File: config.mk
export PLATFORM = sky130hd
export DESIGN_NAME = bmhq_ctrl
export DESIGN_NICKNAME = d
export VERILOG_FILES = /design/src/hw/rtl/bmhq_pkg.sv /design/src/hw/rtl/bmhq_ctrl.sv
export SDC_FILE = /design/constraint.sdc
export NUM_CORES = 1
export LEC_CHECK = 0
export ABC_AREA = 1
export BUFFER_PORTS_ARGS = -buffer_cell sky130_fd_sc_hd__buf_4
export CAP_MARGIN = 20
export CORE_AREA = 2 2 39 41
export DETAILED_ROUTE_END_ITERATION = 8
export DIE_AREA = 0 0 41 43
export SETUP_SLACK_MARGIN = 0.02
export SLEW_MARGIN = 30
export SYNTH_ARGS = -nofsm -noshare
export SYNTH_HDL_FRONTEND = slang
export SYNTH_SLANG_ARGS = --single-unit
File: constraint.sdc
create_clock -name clk_i -period 1.3 [get_ports clk_i]
set_input_delay 0.13 -clock clk_i [delete_from_list [all_inputs] [get_ports clk_i]]
set_output_delay 0.13 -clock clk_i [all_outputs]
set_load 0.01 [all_outputs]
File: src/hw/rtl/bmhq_pkg.sv
// Shared types and constants of the binary max-heap priority queue.
// Depends on nothing; every other file of the block imports it.
`timescale 1ns / 1ps
`default_nettype none

package bmhq_pkg;

  localparam int unsigned CAPACITY    = 128;
  localparam int unsigned ADDR_W      = $clog2(CAPACITY);
  localparam int unsigned CNT_W       = $clog2(CAPACITY + 1);
  localparam int unsigned CHILD_W     = ADDR_W + 2;
  localparam int unsigned KEY_W       = 32;
  localparam int unsigned OP_W        = 2;
  localparam int unsigned COUNT_OUT_W = 8;

  localparam logic signed [KEY_W-1:0] EMPTY_KEY = 32'shFFFF_0000;

  typedef enum logic [OP_W-1:0] {
    OP_PUSH  = 2'd0,
    OP_POP   = 2'd1,
    OP_CLEAR = 2'd2,
    OP_PEEK  = 2'd3
  } op_e;

  typedef enum logic [2:0] {
    RD_NONE,
    RD_PARENT,
    RD_LAST,
    RD_LEFT,
    RD_RIGHT
  } rd_src_e;

  typedef enum logic [2:0] {
    ST_IDLE,
    ST_PUSH_RD,
    ST_PUSH_CMP,
    ST_POP_LAST,
    ST_DN_RDL,
    ST_DN_RDR,
    ST_DN_CMP,
    ST_DONE
  } state_e;

  typedef struct packed {
    logic    start;
    rd_src_e rd_src;
    logic    cap_last;
    logic    cap_left;
    logic    up_step;
    logic    down_step;
    logic    place;
    logic    finish;
  } bmhq_cmd_t;

  typedef struct packed {
    op_e  req_op;
    logic full;
    logic empty;
    logic cnt_one;
    logic at_root;
    logic up_more;
    logic has_left;
    logic has_right;
    logic down_more;
  } bmhq_sts_t;

endpackage

`default_nettype wire

File: src/hw/rtl/bmhq_ctrl.sv
// Controller of the heap queue: sequences sift-up and sift-down steps and the handshakes.
// Depends on bmhq_pkg; drives bmhq_datapath through a command struct.
`timescale 1ns / 1ps
`default_nettype none

module bmhq_ctrl (
  input  wire                 clk_i,
  input  wire                 rst_ni,
  input  wire                 req_valid_i,
  output logic                req_ready_o,
  output logic                rsp_valid_o,
  input  wire                 rsp_ready_i,
  input  bmhq_pkg::bmhq_sts_t sts_i,
  output bmhq_pkg::bmhq_cmd_t cmd_o
);
  import bmhq_pkg::*;

  state_e state_q, state_d;
  logic   rsp_valid_q, rsp_valid_d;
  logic   out_free;

  assign out_free    = !rsp_valid_q || rsp_ready_i;
  assign rsp_valid_o = rsp_valid_q;

  always_ff @(posedge clk_i or negedge rst_ni) begin
    if (!rst_ni) begin
      state_q     <= ST_IDLE;
      rsp_valid_q <= 1'b0;
    end else begin
      state_q     <= state_d;
      rsp_valid_q <= rsp_valid_d;
    end
  end

  always_comb begin
    state_d     = state_q;
    cmd_o       = '0;
    cmd_o.rd_src = RD_NONE;
    req_ready_o = 1'b0;
    rsp_valid_d = rsp_valid_q && !rsp_ready_i;
    case (state_q)
      ST_IDLE: begin
        req_ready_o = 1'b1;
        if (req_valid_i) begin
          cmd_o.start = 1'b1;
          state_d     = ST_DONE;
          if (sts_i.req_op == OP_PUSH && !sts_i.full) begin
            state_d = ST_PUSH_RD;
          end else if (sts_i.req_op == OP_POP && !sts_i.empty && !sts_i.cnt_one) begin
            cmd_o.rd_src = RD_LAST;
            state_d      = ST_POP_LAST;
          end
        end
      end
      ST_PUSH_RD: begin
        if (sts_i.at_root) begin
          cmd_o.place = 1'b1;
          state_d     = ST_DONE;
        end else begin
          cmd_o.rd_src = RD_PARENT;
          state_d      = ST_PUSH_CMP;
        end
      end
      ST_PUSH_CMP: begin
        cmd_o.up_step = 1'b1;
        state_d       = sts_i.up_more ? ST_PUSH_RD : ST_DONE;
      end
      ST_POP_LAST: begin
        cmd_o.cap_last = 1'b1;
        state_d        = ST_DN_RDL;
      end
      ST_DN_RDL: begin
        if (sts_i.has_left) begin
          cmd_o.rd_src = RD_LEFT;
          state_d      = ST_DN_RDR;
        end else begin
          cmd_o.place = 1'b1;
          state_d     = ST_DONE;
        end
      end
      ST_DN_RDR: begin
        cmd_o.cap_left = 1'b1;
        if (sts_i.has_right) begin
          cmd_o.rd_src = RD_RIGHT;
        end
        state_d = ST_DN_CMP;
      end
      ST_DN_CMP: begin
        cmd_o.down_step = 1'b1;
        state_d         = sts_i.down_more ? ST_DN_RDL : ST_DONE;
      end
      ST_DONE: begin
        if (out_free) begin
          cmd_o.finish = 1'b1;
          rsp_valid_d  = 1'b1;
          state_d      = ST_IDLE;
        end
      end
      default: state_d = ST_IDLE;
    endcase
  end

endmodule

`default_nettype wire

# After elaboration in Yosys (flattened, before gate mapping)
# Cells that the tools add are included.
# Widths: inputs -> output; s select.
dict set report totals {
  regBits 4
  word_cells 54
}
dict set report op_classes {
  mux 29
  n_reduce_logical 13
  n_eq_ne 10
}
# cell count
set op_table {}
lappend op_table {{$pmux 3 s8} 1}
lappend op_table {{$mux 3} 7}
lappend op_table {{$mux 1} 13}
lappend op_table {{$eq 3x3->1 const B} 4}
lappend op_table {{$pmux 3 s4} 1}
lappend op_table {{$mux 2} 5}
lappend op_table {{$eq 3x2->1 const B} 2}
lappend op_table {{$logic_not 1->1} 5}
lappend op_table {{$logic_and 1x1->1} 4}
lappend op_table {{$mux 4} 1}
lappend op_table {{$ne 2x2->1 const B} 2}
lappend op_table {{$eq 3x1->1 const B} 1}
lappend op_table {{$logic_not 3->1} 1}
lappend op_table {{$eq 2x1->1 const B} 1}
lappend op_table {{$logic_not 2->1} 1}
lappend op_table {{$pmux 1 s2} 1}
lappend op_table {{$reduce_and 2->1} 1}
lappend op_table {{$logic_or 1x1->1} 1}

# Logic depth before layout (Yosys ltp)
dict set report logic_depth {
  ltp_word 7
  mapped_depth 8
}

# Least setup slack after synthesis
# OpenSTA, ideal clock, no wires.
dict set report synth_path {
  path_kind {register -> output}
  start {register state_q[0]}
  end {output cmd_o[7] (netlist bit)}
  t_arrival_ns 1.057
  slack_ns 0.113
  required_ns 1.170
  stages_incl_launch_ff 5
  cell_sequence {dfrtp_1 > buf_4 > nor2_4 > nand2_2 > o31ai_1}
}
# element line
set synth_lines {}
lappend synth_lines {{start: declaration} bmhq_ctrl.sv:18} ;# state_e state_q, state_d;
lappend synth_lines {{start signal: assignment} bmhq_ctrl.sv:30} ;# state_q <= state_d;
lappend synth_lines {{end: declaration} bmhq_ctrl.sv:14} ;# output bmhq_pkg::bmhq_cmd_t cmd_o

==> flow_summary.yaml <==
timing:
  rsz0062_at_grt: "yes"
  worst_slack_ps: -92.8
  maxSlewViolCount: 0
  setup_viol: 7
  period_share_pct: 107
  max_freq_mhz: 718
  hold_violations: 0
  tightest_slew_ps: 191
  final.min_clock_period_ps: 1390
  fin_skew_ps: 4.16
  slew_headroom_pct: 87.2
yosys:
  syn_nets: 79
  synth_cells: 65
  yosysWarnings: 0
  yosysUniqueCellTypes: 18
  synth-seq-area-share_pct: 25.6
  avgSynthCellArea_um2: 6.03
  syn_area_um2: 392
  synth_seq_cells: 4
critical_path:
  crit_type: "reg2out"
  cp_max_fo: 4
  slowest_stage: "dfrtp_2"
  start_kind: "flop"
  endpoint_kind: "output pin"
  crit_arrival_ps: 1260
  worst_path_largest_cell_delay_ps: 430
  worstPathCellList: "nor2_4, nand2_2, o31ai_2, buf_4"
  ff2ff_path_depth: 7
  required_ps: 1170
power:
  p_switching_w: 0.000801
  p_per_area_nw_per_um2: 2180
  intPower_w: 0.000958
  power_frac_comb_pct: 75.4
  ir_worst_vdd_uv: 792
  netSwitchingFraction_pct: 45.6
  total_power_w: 0.00176
  p_clk_share_pct: 8.7
  seqPwrFrac_pct: 15.9
  p_leak_nw: 0.430
drt:
  wl_mm: 1.25
  detail_route.wl_per_cell_um: 10.5
  drc: 0
  viasPerCell: 4.64
  ant_nets: 0
  route.vias.total: 552
  drtPass1Iterations: 4
  drtIter0Drc: 7
min_path:
  hold_path_class: "in2reg"
  whs_path_depth: 2
global_routing:
  grt_pass1_vias: 478
  grt_max_degree: 9
  globalRouteOverflowTotal: 0
  grt_pass1_wl_mm: 1.83
  antenna_found_initial: 0
  grt_util_all_layers_pct: 15.1
floorplanning:
  rows: 14
  initial_utilization_pct: 28.3
  chipHeight_um: 43
  pin_count: 26
  core_area_um2: 1380
  fp.dieW_um: 41
  die-area_um2: 1760
cells_and_area:
  fin_util_pct: 58.3
  fin_cells: 119
  n_fill_cell: 122
  diodes: 0
  regArea_um2: 103
  fin_nets: 119
  area_growth_pct: 106
  multi_input_area_um2: 313
  drive_above_1_share_pct: 62.1
place:
  pre_cts_ws_ps: 57.7
  place_inst: 105
  io_buffers: 25
  place_hpwl_um: 808
  globalplace.congestion: 0.749
cts:
  clk_latency_ps: 230
  clk_pin_slew_ps: 40
  cts.sinks: 4
  htreeDepth: 1
  cts_buffers: 3
  root_buffer: "clkbuf_4"
  cts_tree: "built"
  clk_path_buf_depth: 2
job:
  maxCapViolCount: 0
run_status:
  violations: "negative setup slack"
  outcome: "finished with violations"
==> Yosys cell counts (all sizes together) <==
cell type | count | area share, %
o31ai | 2 | 3.8
nor3 | 2 | 2.6
dfrtp | 4 | 26
nor2 | 15 | 17
nor3b | 1 | 1.9
nand3 | 6 | 7.7
inv | 10 | 9.6
o21ai | 1 | 1.3
a21oi | 1 | 1.3
nand2 | 17 | 18
buf | 2 | 3.8
a21boi | 1 | 1.9
nand3b | 2 | 3.8
nand4 | 1 | 1.6
==> final timing paths <==
kind                                   startpoint  slack, ps                      to
max                        state_q[1]$_DFFE_PN0P_        -90                cmd_o[7]
min                                   rsp_ready_i        100   rsp_valid_o$_DFF_PN0_
max reg2reg                state_q[1]$_DFFE_PN0P_        -10  state_q[1]$_DFFE_PN0P_
min reg2reg                 rsp_valid_o$_DFF_PN0_        580   rsp_valid_o$_DFF_PN0_
max in group asynchronous                  rst_ni        960  state_q[1]$_DFFE_PN0P_
min in group asynchronous                  rst_ni        230  state_q[0]$_DFFE_PN0P_
==> placed cells by master, fill, tap and decap left out, drive strengths merged <==
cell         instances
nor3b                1
nand3                6
nand2               17
buf                 36
dlygate4sd3          1
nor3                 2
o31ai                2
clkbuf               3
nor2                15
a21boi               1
o21ai                1
a21oi                1
nand4                1
dfrtp                4
nand3b               2
inv                 10
==> final cells by class <==
cell class / instances / share of cell area [%]
inverter: 10 / 5.27
multi-input combinational: 49 / 38.8
clock buffer: 3 / 2.79
timing repair buffer: 37 / 38.0
tap: 16 / 2.48
sequential: 4 / 12.7
==> cell families (layout without fill, tap and decap cells) <==
kind of cell | after synthesis | count (layout) | share of synthesized area (%)
flops | 4 | 4 | 25.6
buf+inv | 12 | 50 | 13.4
simple gates | 44 | 44 | 52.7
compound gates | 5 | 5 | 8.30
==> critical path, delay by kind of cell (launching register included) <==
kind                   cells  cell delay (ps)
flip-flops                 1              430
AND/OR/NAND/NOR            2              270
buffers and inverters      1              150
AO/OA/AOI/OAI              1              170
==> per-stage QoR <==
stage               cell area (um^2)  setup TNS, ps  hold slack [ps]
CTS                              694           -232             99.0
global placement                 592              0            -74.1
floorplan                        392              0             -166
global route                     807           -810              116
detailed placement               592              0            -74.9
finish                           807           -414             99.3
==> flip-flops by register name, indices dropped and copies added (netlist names) <==
name,flops
state_q,3
rsp_valid_o,1
==> layer usage <==
| metal | GRT usage (%) | vias up | part of all wire, % |
|---|---|---|---|
| met5 | 0 | - | 0 |
| met1 | 17.0 | 248 | 38 |
| li1 | - | 283 | - |
| met2 | 25.0 | 19 | 56 |
| met4 | 8.00 | 0 | 0.88 |
| met3 | 3.14 | 2 | 4.9 |
==> power by group through the flow <==
stage / Combinational [W] / Sequential, W / Clock (W)
after floorplan: 0.000591 / 0.000231 / 0
after global placement: 0.000843 / 0.000270 / 0
after detailed placement: 0.000844 / 0.000273 / 0
after CTS: 0.00104 / 0.000267 / 0.000150
after global routing: 0.00146 / 0.000291 / 0.000154
final: 0.00133 / 0.000280 / 0.000153
==> what timing repair did <==
item / CTS / global route
hold endpoints to repair: 4 / 0
resized for setup: 8 / 24
hold buffers: 1 / 0
setup endpoints to repair: 8 / 10
gates cloned: 0 / 0
pin swaps: 4 / 6
buffers inserted: 7 / 3
Power figures use the tool's default switching activity.
